[src/fscc_pkg.sv]
`timescale 1ns / 1ps
// ----------------------------------------------------------------------------
// fscc_pkg
// Shared types and constants for the FAT short-name character crunch.
// ----------------------------------------------------------------------------
package fscc_pkg;

	localparam int unsigned CodeW   = 16;
	localparam int unsigned ByteW   = 8;
	localparam int unsigned BudgetW = 8;

	localparam logic [BudgetW-1:0] BudgetReset   = 8'd11;
	localparam logic [ByteW-1:0]   ByteUnderline = 8'h5F;
	localparam logic [ByteW-1:0]   CaseOffset    = 8'h20;
	localparam logic [CodeW-1:0]   CodeDot       = 16'h002E;
	localparam logic [CodeW-1:0]   CodeSpace     = 16'h0020;
	localparam logic [CodeW-1:0]   CodeWideMin   = 16'h0100;

	typedef struct packed {
		logic             term;
		logic             skip;
		logic             special;
		logic [ByteW-1:0] fat_char;
	} char_info_t;

	typedef struct packed {
		logic [CodeW-1:0] code_unit;
		logic             first_of_name;
	} in_req_t;

	typedef struct packed {
		logic               byte_valid;
		logic [ByteW-1:0]   fat_byte;
		logic               special_found;
		logic [BudgetW-1:0] budget_left;
	} out_req_t;

	function automatic logic is_lower(input logic [ByteW:0] c);
		logic r;
		r = (c >= 9'h061 && c <= 9'h07A) || (c >= 9'h0E0 && c <= 9'h0F6) ||
			(c >= 9'h0F8 && c <= 9'h0FE);
		return r;
	endfunction

	function automatic logic is_punct(input logic [ByteW-1:0] c);
		logic r;
		case (c)
			8'h5C, 8'h2E, 8'h5F, 8'h5E, 8'h24, 8'h7E, 8'h21, 8'h23, 8'h25,
			8'h26, 8'h2D, 8'h7B, 8'h7D, 8'h28, 8'h29, 8'h40, 8'h60,
			8'h27:   r = 1'b1;
			default: r = 1'b0;
		endcase
		return r;
	endfunction

endpackage

[src/fscc_char_map.sv]
`timescale 1ns / 1ps
// ----------------------------------------------------------------------------
// fscc_char_map
// Classifies one code unit and maps it to its upper-case short-name byte.
// ----------------------------------------------------------------------------
module fscc_char_map
	import fscc_pkg::*;
(
	input  logic [CodeW-1:0] code_unit,
	output char_info_t       info
);

	logic [ByteW-1:0] c8;
	logic [ByteW:0]   c9;
	logic             narrow;
	logic             lower;
	logic             upper;
	logic             digit;
	logic             valid_char;

	assign c8     = code_unit[ByteW-1:0];
	assign c9     = {1'b0, c8};
	assign narrow = (code_unit < CodeWideMin);
	assign lower  = narrow && is_lower(c9);
	assign upper  = narrow && is_lower(c9 + {1'b0, CaseOffset});
	assign digit  = narrow && (c8 >= 8'h30) && (c8 <= 8'h39);
	assign valid_char = lower || upper || digit || (narrow && is_punct(c8));

	always_comb begin
		info.term    = (code_unit == '0);
		info.skip    = (code_unit == CodeDot) || (code_unit == CodeSpace);
		info.special = !valid_char;
		if (!valid_char) begin
			info.fat_char = ByteUnderline;
		end else if (lower) begin
			info.fat_char = c8 - CaseOffset;
		end else begin
			info.fat_char = c8;
		end
	end

endmodule

[src/fscc_name_state.sv]
`timescale 1ns / 1ps
// ----------------------------------------------------------------------------
// fscc_name_state
// Per-name budget, sticky flag and end state; produces one result per request.
// ----------------------------------------------------------------------------
module fscc_name_state
	import fscc_pkg::*;
(
	input  logic               clk,
	input  logic               arst_n,
	input  logic               step,
	input  logic               first_of_name,
	input  char_info_t         info,
	input  logic [BudgetW-1:0] name_budget,
	output out_req_t           result
);

	logic [BudgetW-1:0] remaining_q;
	logic               special_q;
	logic               ended_q;

	logic [BudgetW-1:0] rem_base;
	logic               spec_base;
	logic               end_base;
	logic [BudgetW-1:0] rem_next;
	logic               spec_next;
	logic               end_next;
	logic               byte_valid;

	always_comb begin
		rem_base   = first_of_name ? name_budget : remaining_q;
		spec_base  = first_of_name ? 1'b0 : special_q;
		end_base   = first_of_name ? 1'b0 : ended_q;
		rem_next   = rem_base;
		spec_next  = spec_base;
		end_next   = end_base;
		byte_valid = 1'b0;
		if (!end_base && rem_base != '0) begin
			if (info.term) begin
				end_next = 1'b1;
			end else if (!info.skip) begin
				byte_valid = 1'b1;
				spec_next  = spec_base | info.special;
				rem_next   = rem_base - 1'b1;
			end
		end
	end

	always_ff @(posedge clk or negedge arst_n) begin
		if (!arst_n) begin
			remaining_q <= '0;
			special_q   <= 1'b0;
			ended_q     <= 1'b1;
		end else if (step) begin
			remaining_q <= rem_next;
			special_q   <= spec_next;
			ended_q     <= end_next;
		end
	end

	always_comb begin
		result.byte_valid    = byte_valid;
		result.fat_byte      = byte_valid ? info.fat_char : '0;
		result.special_found = spec_next;
		result.budget_left   = rem_next;
	end

endmodule

[src/fat_short_name_char_crunch_core.sv]
`timescale 1ns / 1ps
// ----------------------------------------------------------------------------
// fat_short_name_char_crunch_core
// Converts a stream of UTF-16 code units into FAT short-name bytes.
//
//   channel | handshake            | payload
//   in      | in_valid / in_ready  | code_unit, first_of_name
//   out     | out_valid / out_ready| byte_valid, fat_byte, special_found,
//           |                      | budget_left
//   cfg     | cfg_wr_en            | cfg_wr_data (name budget)
//
// One request per cycle while out does not stall; a request passes the input
// register, then the result register, and the name state updates as it moves
// into the result register. Reset loads the budget with 11 and opens no name.
// A stall on out holds both registers; in_ready drops only when both are full.
// ----------------------------------------------------------------------------
module fat_short_name_char_crunch_core
	import fscc_pkg::*;
(
	input  logic               clk,
	input  logic               arst_n,
	input  logic               cfg_wr_en,
	input  logic [BudgetW-1:0] cfg_wr_data,
	input  logic               in_valid,
	output logic               in_ready,
	input  logic [CodeW-1:0]   code_unit,
	input  logic               first_of_name,
	output logic               out_valid,
	input  logic               out_ready,
	output logic               byte_valid,
	output logic [ByteW-1:0]   fat_byte,
	output logic               special_found,
	output logic [BudgetW-1:0] budget_left
);

	logic [BudgetW-1:0] budget_q;
	logic               valid_s1;
	in_req_t            req_s1;
	logic               valid_s2;
	out_req_t           res_s2;
	logic               advance;
	char_info_t         info;
	out_req_t           result;

	assign advance  = valid_s1 && (!valid_s2 || out_ready);
	assign in_ready = !valid_s1 || advance;

	always_ff @(posedge clk or negedge arst_n) begin
		if (!arst_n) begin
			budget_q <= BudgetReset;
		end else if (cfg_wr_en) begin
			budget_q <= cfg_wr_data;
		end
	end

	always_ff @(posedge clk or negedge arst_n) begin
		if (!arst_n) begin
			valid_s1 <= 1'b0;
		end else if (in_ready) begin
			valid_s1 <= in_valid;
		end
	end

	always_ff @(posedge clk) begin
		if (in_ready && in_valid) begin
			req_s1.code_unit     <= code_unit;
			req_s1.first_of_name <= first_of_name;
		end
	end

	fscc_char_map u_char_map (
		.code_unit (req_s1.code_unit),
		.info      (info)
	);

	fscc_name_state u_name_state (
		.clk           (clk),
		.arst_n        (arst_n),
		.step          (advance),
		.first_of_name (req_s1.first_of_name),
		.info          (info),
		.name_budget   (budget_q),
		.result        (result)
	);

	always_ff @(posedge clk or negedge arst_n) begin
		if (!arst_n) begin
			valid_s2 <= 1'b0;
		end else if (!valid_s2 || out_ready) begin
			valid_s2 <= valid_s1;
		end
	end

	always_ff @(posedge clk) begin
		if (advance) begin
			res_s2 <= result;
		end
	end

	assign out_valid     = valid_s2;
	assign byte_valid    = res_s2.byte_valid;
	assign fat_byte      = res_s2.fat_byte;
	assign special_found = res_s2.special_found;
	assign budget_left   = res_s2.budget_left;

endmodule
[config.mk]
export PLATFORM = sky130hd
export DESIGN_NAME = fat_short_name_char_crunch_core
export DESIGN_NICKNAME = d
export VERILOG_FILES = /design/src/fscc_pkg.sv /design/src/fscc_char_map.sv /design/src/fscc_name_state.sv /design/src/fat_short_name_char_crunch_core.sv
export SDC_FILE = /design/constraint.sdc
export NUM_CORES = 1
export LEC_CHECK = 0
export BUFFER_PORTS_ARGS = -buffer_cell sky130_fd_sc_hd__buf_2
export CAP_MARGIN = 10
export CORE_MARGIN = 4
export CORE_UTILIZATION = 45
export DETAILED_ROUTE_END_ITERATION = 16
export PLACE_DENSITY = 0.67
export SYNTH_ARGS = -nofsm -noshare
export SYNTH_HDL_FRONTEND = slang
export SYNTH_SLANG_ARGS = --single-unit
[constraint.sdc]
create_clock -name clk -period 3.1 [get_ports clk]
set_input_delay 0.62 -clock clk [delete_from_list [all_inputs] [get_ports clk]]
set_output_delay 0.62 -clock clk [all_outputs]
set_load 0.02 [all_outputs]
==> results.cfg, run 1 <==
[floorplan]
num_rows = 28
die-area_sq_um = 7558
core_area_sq_um = 5991
die_x_um = 86.94
ios = 50
die_h_um = 86.94
start_util_pct = 46.80

[global_route]
grt_first_pass_wirelength_mm = 9.101
grt_start_max_net_pins = 28
track_usage_pct = 15.49
grt_pass1_vias = 1943
antenna_found_initial = 0
grt_overflow_total = 0

[clock_network]
cts_buffer_depth = 2
cts.htree.levels = 2
cts_buffers = 5
insertion_delay_ns = 0.31
cts_hold_buffers = 0
post-cts-setup-buffer-count = 0
cts-resized-gates = 0
cts.clk_slew.worst_paths_ns = 0.10
clock-root-buffer = clkbuf_8
cts_sinks = 55
cts_tree = yes

[power_and_ir_drop]
ir_drop_mv = 0.3140
power_density_nw_per_um2 = 544.6
leakage_nw = 1.237

[layout]
layout_commonest_cell = buf_2
design_area_sq_um = 3229
final.fill_count = 525
multi_input_area_sq_um = 1166
drive_above_1_share_pct = 32.03
syn_to_final_growth_pct = 15.17
finish.utilization_pct = 53.91
antenna_cells = 0
mostFrequentLayoutCells = buf_2 (49), edfxtp_1 (35), nand2_1 (20), dfrtp_1 (16), mux2_2 (13)
seq_area_sq_um = 1556
num-nets-final = 315

[placed_design]
place_hpwl_mm = 3.902
place_ws_ns = 0.3886
port_buffers = 49
placed_cell_area_sq_um = 3133
gp_congestion = 0.8520

[timing]
tightest_slew_ns = 0.6917
slew_violations = 0
finalWorstSetupSlack_ns = 0.3500
fin_crit_ns = 2.750
hold_viol_final = 0
tns_ns = 0
finalSetupViolations = 0
maxSlewHeadroom_pct = 53.89
post-route-period-util_pct = 88.71
fmax_ghz = 0.3636
fin_skew_ns = 0.01186
rsz0062_at_grt = false

[yosys]
ys_seq_area_share_pct = 55.51
yosys.area_share.simple_pct = 15.22
synth_top_cell_by_area = edfxtp_1
synth_compound_area_share_pct = 12.23
synthMuxAreaShare_pct = 8.791
synth_edf_count = 35
ys.flop_type = edfxtp_1
async_flop_share_pct = 36.36
syn-cell-area_sq_um = 2804
synth_area_per_cell_sq_um = 12.19
synth_fp_nets = 265
synth_area_leaders = edfxtp_1 (37%), dfrtp_1 (14%), mux2_2 (5.2%)
synth_fa_ha_area_share_pct = 2.231
synth_top_family_by_area = simple AND/OR/NAND/NOR gates
synth.top_cell.area_share_pct = 37.48
synth_xor_area_share_pct = 3.124
syn-instance-count = 230
yosysWarnings = 0
ys_seq_elements = 55
yosysUniqueCellTypes = 54

[critical_path]
crit_type = flop to flop
start_kind = flop
worst_setup_path_end_kind = flop
cp.arrival_ns = 2.89
cp.required_ns = 3.24
ff2ff_path_depth = 8
worstPathMaxFanout = 7

[run]
max_cap_violations = 0

[detailed_routing]
via_per_inst = 5.489
dr.pass1.iters = 4
drc = 0
routed_wl_mm = 5.306
ant_nets = 0
avgRoutedWirePerCell_um = 14.90
drt_first_iter_violations = 160
vias = 1954

[outcome]
outcome = finished clean

[hold_path]
hold_path_class = input port to asynchronous set/reset pin
## synth_stat cells, types with 2 or more instances
master     number
inv_2           2
o2111ai_1       3
edfxtp_1       35
nand4_1         4
nor4_1          4
o21ai_0         6
clkbuf_1        4
nor3_1          9
ha_1            5
inv_1           5
and2_1          2
xor2_1          5
buf_2           8
dfstp_2         4
nor2_1          7
or3_1           2
dfrtp_1        16
xnor2_1         5
a21oi_1         5
nand2_1        20
mux2_2         13
nand2b_1        4
nor3b_1         4
nor2b_1         5
nand3b_1        2
o211ai_1        6
mux2i_1        10
a21o_1          4
or4_1           2
nand3_1         5
## routing by layer
metal	vias to the layer above	global-route usage (%)	share of wire, %
li1	966	-	-
met1	910	22.98	48
met2	70	22.57	44
met3	8	3.406	7.0
met4	0	4.958	1.5
met5	-	0	0
## path summary, 6_finish.rpt
| check | endpoint | slack [ns] | from |
|---|---|---|---|
| max | fat_byte[4]$_SDFFCE_PN0P_ | 0.35 | req_s1[6]$_DFFE_PP_ |
| min | out_valid$_DFFE_PN0P_ | 0.24 | arst_n |
| max reg2reg | fat_byte[4]$_SDFFCE_PN0P_ | 0.35 | req_s1[6]$_DFFE_PP_ |
| min reg2reg | u_name_state.ended_q$_DFFE_PN1P_ | 0.46 | u_name_state.ended_q$_DFFE_PN1P_ |
| max in group asynchronous | u_name_state.ended_q$_DFFE_PN1P_ | 2.50 | arst_n |
| min in group clk | u_name_state.ended_q$_DFFE_PN1P_ | 0.46 | u_name_state.ended_q$_DFFE_PN1P_ |
## cell type report
type	count	area share, %
Inverter	7	0.8136
Tap cell	75	2.906
Sequential cell	55	48.20
Clock inverter	2	0.4262
Multi-Input combinational cell	156	36.11
Timing Repair Buffer	55	8.989
Clock buffer	6	2.557
## registers in the layout, indices dropped and copies added, names as in the netlist, 8 cells and up
| register | count |
|---|---|
| req_s1 | 17 |
| budget_left | 8 |
| budget_q | 8 |
| fat_byte | 8 |
| u_name_state.remaining_q | 8 |
## worst max-delay path, cell delays in order (launching register included)
cell	delay [ns]
edfxtp_1	0.50
inv_1	0.22
ha_1	0.28
nand3_1	0.12
o22ai_1	0.23
a221oi_2	0.05
or4_4	0.59
or4_1	0.50
o21ai_0	0.10
## power by group
group	switching [mW]	internal (mW)	total (mW)
Combinational	0.210	0.163	0.373
Sequential	0.0673	0.905	0.972
Clock	0.231	0.183	0.414
## metrics by stage
step           instances  hold WS, ns  power, mW
4_1_cts              356       0.2552      1.779
5_1_grt              356       0.2610      1.871
2_1_floorplan        230       0.3244      1.250
3_3_place_gp         348       0.4488      1.358
6_report             356       0.2443      1.759
3_5_place_dp         348       0.4527      1.362
## cells by family after synthesis
logic type | count (synthesis)
flip-flops | 55
AND/OR/NAND/NOR | 77
adder cells (fa/ha/maj) | 5
XOR/XNOR | 10
multiplexers | 23
buffers and inverters | 19
AO/OA/AOI/OAI | 41
No activity file was read; power rests on OpenSTA's default activity.
==> run 2, diff against run 1 <==
--- a/config.mk
+++ b/config.mk
@@ -10,7 +10,8 @@
 export CORE_MARGIN = 4
 export CORE_UTILIZATION = 45
 export DETAILED_ROUTE_END_ITERATION = 16
-export PLACE_DENSITY = 0.67
+export GPL_ROUTABILITY_DRIVEN = 0
+export PLACE_DENSITY = 0.69
 export SYNTH_ARGS = -nofsm -noshare
 export SYNTH_HDL_FRONTEND = slang
 export SYNTH_SLANG_ARGS = --single-unit
==> constraint.sdc (replaced) <==
create_clock -name clk -period 2.3 [get_ports clk]
set_input_delay 0.46 -clock clk [delete_from_list [all_inputs] [get_ports clk]]
set_output_delay 0.46 -clock clk [all_outputs]
set_load 0.02 [all_outputs]
==> results.cfg, run 2 (synthesis results as in run 1) <==
[floorplan]
num_rows = 28
die_x_um = 86.94
ios = 50
core_area_sq_um = 5991
start_util_pct = 46.80
die-area_sq_um = 7558
die_h_um = 86.94

[global_route]
grt_start_max_net_pins = 28
grt_pass1_vias = 2090
track_usage_pct = 16.31
grt_overflow_total = 0
antenna_found_initial = 0
grt_first_pass_wirelength_mm = 9.742

[clock_network]
cts.clk_slew.worst_paths_ns = 0.09
insertion_delay_ns = 0.30
cts_buffers = 5
cts_hold_buffers = 0
cts_sinks = 55
cts_tree = yes
cts.htree.levels = 2
cts_buffer_depth = 2
clock-root-buffer = clkbuf_8

[power_and_ir_drop]
leakage_nw = 1.462
p_sw_share_pct = 29.42
ir_drop_mv = 0.3962
intPower_mw = 1.744
power_density_nw_per_um2 = 664.5
power_switching_uw = 727.0
p_seq_share_pct = 52.3
comb_power_share_pct = 26.6
p_clk_share_pct = 21.0

[layout]
fin_cells = 403
syn_to_final_growth_pct = 32.62
largest_reg_flops = 17
num-nets-final = 362
final.fill_count = 466
antenna_cells = 0
top_register = req_s1
layout_commonest_cell = buf_2
mostFrequentLayoutCells = buf_2 (49), buf_4 (48), edfxtp_1 (35), nand2_1 (19), dfrtp_1 (16)
finish.utilization_pct = 62.07
drive_above_1_share_pct = 47.87

[critical_path]
rrSetupSlack_ns = -0.11
crit_type = flop to flop
r2r_start = req_s1[7]$_DFFE_PP_
worstPathMaxFanout = 4
ff2ff_path_depth = 8
start_kind = flop
cp.required_ns = 2.46
cp.arrival_ns = 2.57
reg2reg_to = fat_byte[0]$_SDFFCE_PN0P_
worst_setup_path_end_kind = flop

[timing]
hold_ws_ns = 0.08750
maxSlewHeadroom_pct = 63.00
rsz0062_at_grt = true
fin_crit_ns = 2.410
post-route-period-util_pct = 104.8
hold_viol_final = 0
fin_skew_ns = 0.003011
slew_violations = 0
tightest_slew_ns = 0.5499
fmax_ghz = 0.4149
finalWorstSetupSlack_ns = -0.1102
finalSetupViolations = 9

[detailed_routing]
ant_nets = 0
avgRoutedWirePerCell_um = 15.13
via_per_inst = 5.471
dr.pass1.iters = 6
vias = 2205
drt_first_iter_violations = 129
routed_wl_mm = 6.098
drc = 0

[placed_design]
port_buffers = 49
dp_cells = 384
place_ws_ns = -0.1184
place_hpwl_mm = 4.281

[hold_path]
hold_path_class = input port to asynchronous set/reset pin

[run]
max_cap_violations = 0

[outcome]
violations = negative setup slack
outcome = finished, violations left
run 2: worst max path at each step:
stage	slack [ns]	startpoint	to
2_1_floorplan	-0.07	req_s1[4]$_DFFE_PP_	fat_byte[0]$_SDFFCE_PN0P_
3_3_place_gp	-0.02	req_s1[6]$_DFFE_PP_	fat_byte[4]$_SDFFCE_PN0P_
3_5_place_dp	-0.12	req_s1[7]$_DFFE_PP_	fat_byte[4]$_SDFFCE_PN0P_
4_1_cts	-0.09	req_s1[4]$_DFFE_PP_	fat_byte[4]$_SDFFCE_PN0P_
5_1_grt	-0.18	req_s1[7]$_DFFE_PP_	fat_byte[4]$_SDFFCE_PN0P_
6_report	-0.11	req_s1[7]$_DFFE_PP_	fat_byte[0]$_SDFFCE_PN0P_
run 2: critical path: stages (launching register included):
cell      delay (ns)
edfxtp_1        0.44
buf_4           0.19
ha_4            0.17
buf_4           0.15
o31ai_4         0.05
a221oi_2        0.09
or4_4           0.58
or4_4           0.52
o21ai_2         0.08
run 2: final cells by class:
| type | instances | area (sq um) | area share [%] |
|---|---|---|---|
| Clock buffer | 6 | 72.57 | 1.952 |
| Sequential cell | 55 | 1556 | 41.86 |
| Clock inverter | 2 | 12.51 | 0.3365 |
| Timing Repair Buffer | 102 | 661.9 | 17.80 |
| Inverter | 7 | 28.78 | 0.7739 |
| Tap cell | 75 | 93.84 | 2.524 |
| Multi-Input combinational cell | 156 | 1292 | 34.76 |
run 2: per-layer routing:
metal	wire length [um]	track usage [%]	part of all wire, %	up-vias
li1	-	-	-	1062
met1	2686	22.13	44	1045
met2	2900	26.02	48	87
met3	401	3.500	6.6	11
met4	109	5.382	1.8	0
met5	0	0	0	-
run 2: repair_timing:
action / CTS / global route
pin swaps: 3 / 11
endpoints found under the setup margin: 12 / 19
gates resized for setup: 9 / 17
buffers inserted: 2 / 9
run 2: per-stage QoR:
stage	power [mW]	setup TNS, ns	instance area (sq um)
2_1_floorplan	1.700	-0.1414	2851
3_3_place_gp	1.903	-0.04032	3435
3_5_place_dp	1.921	-0.4576	3435
4_1_cts	2.447	-0.3289	3571
5_1_grt	2.611	-1.451	3719
6_report	2.471	-0.6896	3719
run 2: power by group through the flow:
| stage | sequential (mW) | combinational, mW | clock [mW] |
|---|---|---|---|
| 3_5_place_dp | 1.31 | 0.608 | 0 |
| 4_1_cts | 1.29 | 0.620 | 0.534 |
| 5_1_grt | 1.31 | 0.724 | 0.576 |
| 2_1_floorplan | 1.35 | 0.353 | 0 |
| 6_report | 1.29 | 0.658 | 0.520 |
| 3_3_place_gp | 1.31 | 0.593 | 0 |
==> run 3, diff against run 2 <==
--- a/config.mk
+++ b/config.mk
@@ -11,7 +11,7 @@
 export CORE_UTILIZATION = 45
 export DETAILED_ROUTE_END_ITERATION = 16
 export GPL_ROUTABILITY_DRIVEN = 0
-export PLACE_DENSITY = 0.69
+export PLACE_DENSITY = 0.75
 export SYNTH_ARGS = -nofsm -noshare
 export SYNTH_HDL_FRONTEND = slang
 export SYNTH_SLANG_ARGS = --single-unit
==> results.cfg, run 3 (synthesis results as in run 1) <==
[timing]
post-route-period-util_pct = 102.7
maxSlewHeadroom_pct = 62.78
rsz0062_at_grt = true
tns_ns = -0.1569
fin_crit_ns = 2.363
hold_viol_final = 0
tightest_slew_ns = 0.5531
fin_skew_ns = 0.004753
finalSetupViolations = 4
fmax_ghz = 0.4232
finalWorstSetupSlack_ns = -0.06292
slew_violations = 0

[detailed_routing]
route.met3.wl_um = 324
routed_wl_mm = 5.928
met1_length_mm = 2.642
maxUsedRoutingLayer = met4
drc = 0
via_per_inst = 5.520
dr.pass1.iters = 4
vias = 2186
drt_first_iter_violations = 200
ant_nets = 0
avgRoutedWirePerCell_um = 14.97
wl_met2_mm = 2.841

[layout]
syn_to_final_growth_pct = 31.77
final.fill_count = 475
largest_reg_flops = 17
fin_cells = 396
num-nets-final = 355
top_register = req_s1
layout_commonest_cell = buf_2
mostFrequentLayoutCells = buf_2 (49), buf_4 (41), edfxtp_1 (35), nand2_1 (20), dfrtp_1 (16)
finish.utilization_pct = 61.68
seq_area_sq_um = 1556
drive_above_1_share_pct = 47.04
antenna_cells = 0
multi_input_area_sq_um = 1295

[clock_network]
cts.clk_slew.worst_paths_ns = 0.10
cts_tree = yes
cts_sinks = 55
cts_buffer_depth = 2
insertion_delay_ns = 0.30
cts_buffers = 5
cts.htree.levels = 2
clock-root-buffer = clkbuf_8

[critical_path]
crit_type = flop to flop
slowest_stage = or4_4
cp.required_ns = 2.47
start_kind = flop
crit_buf_inv = 1
cpPeakStageDelay_ns = 0.53
cp.arrival_ns = 2.53
worstPathMaxFanout = 5
path_delay_family = simple AND/OR/NAND/NOR gates
worst_setup_path_end_kind = flop
cp_cell_sequence = buf_6, or3_1, a21oi_1, o21bai_1, or4_4, or4_4, o21ai_1
crit_top_cell = or4_4

[power_and_ir_drop]
leakage_nw = 1.455
ir_drop_mv = 0.4321
power.total_mw = 2.574
power_density_nw_per_um2 = 696.6

[floorplan]
die_x_um = 86.94
die_h_um = 86.94
die-area_sq_um = 7558
core_area_sq_um = 5991
ios = 50
start_util_pct = 46.80
num_rows = 28

[global_route]
grt_overflow_total = 0
track_usage_pct = 15.60
grt_start_max_net_pins = 28
grt_first_pass_wirelength_mm = 9.487
grt_pass1_vias = 2109
antenna_found_initial = 0

[placed_design]
place_hpwl_mm = 4.299
port_buffers = 49
place_ws_ns = -0.1603
dp_cells = 377

[hold_path]
hold_path_class = input port to asynchronous set/reset pin

[outcome]
outcome = finished, violations left
violations = negative setup slack

[run]
max_cap_violations = 0
## run 3: what timing repair did
item	in CTS	in global routing
hold buffers	0	0
setup endpoints to repair	11	17
buffers inserted	8	3
gates resized for setup	10	16
cloned	0	0
pin swaps	7	7
## run 3: metrics by stage
step	instance area [sq um]	hold slack (ns)
after floorplan	2851	0.1644
after global placement	3382	0.4356
after detailed placement	3382	0.4448
after CTS	3582	0.1039
after global routing	3695	0.1221
final	3695	0.08657
## run 3: final cells by class
| type | instances | area share (%) |
|---|---|---|
| well taps | 75 | 2.540 |
| flip-flops and latches | 55 | 42.13 |
| clock buffers | 5 | 1.863 |
| multi-input cells | 156 | 35.05 |
| clock inverters | 3 | 1.151 |
| repair buffers | 95 | 16.49 |
| inverters | 7 | 0.7789 |
## run 3: worst register-to-register path, stage by stage (launching register included)
cell      delay (ns)
edfxtp_1        0.42
buf_6           0.15
or3_1           0.34
a21oi_1         0.16
o21bai_1        0.08
or4_4           0.53
or4_4           0.45
o21ai_1         0.09
## run 3: worst paths after layout
path | from | endpoint | slack (ns) | cells after the start
worst max-delay path | req_s1[4]$_DFFE_PP_ | fat_byte[4]$_SDFFCE_PN0P_ | -0.06 | 7
min in group clk | code_unit[0] | req_s1[1]$_DFFE_PP_ | 0.33 | 1
max in group asynchronous | arst_n | budget_q[1]$_DFFE_PN1P_ | 1.87 | 1
worst max register to register | req_s1[4]$_DFFE_PP_ | fat_byte[4]$_SDFFCE_PN0P_ | -0.06 | 7
worst min-delay path | arst_n | budget_q[2]$_DFFE_PN0P_ | 0.09 | 1
worst min register to register | u_name_state.ended_q$_DFFE_PN1P_ | u_name_state.ended_q$_DFFE_PN1P_ | 0.46 | 2
## run 3: per-layer routing
metal | track usage (%) | vias up
met5 | 0 | -
met3 | 3.027 | 14
met1 | 19.98 | 1041
met2 | 26.16 | 75
li1 | - | 1056
met4 | 5.807 | 0
## run 3: where the power goes
| part | switching [mW] | internal, mW | leakage, nW |
|---|---|---|---|
| clock network | 0.311 | 0.325 | 0.0562 |
| logic | 0.337 | 0.301 | 0.859 |
| registers | 0.0814 | 1.22 | 0.539 |
| total | 0.729 | 1.84 | 1.45 |
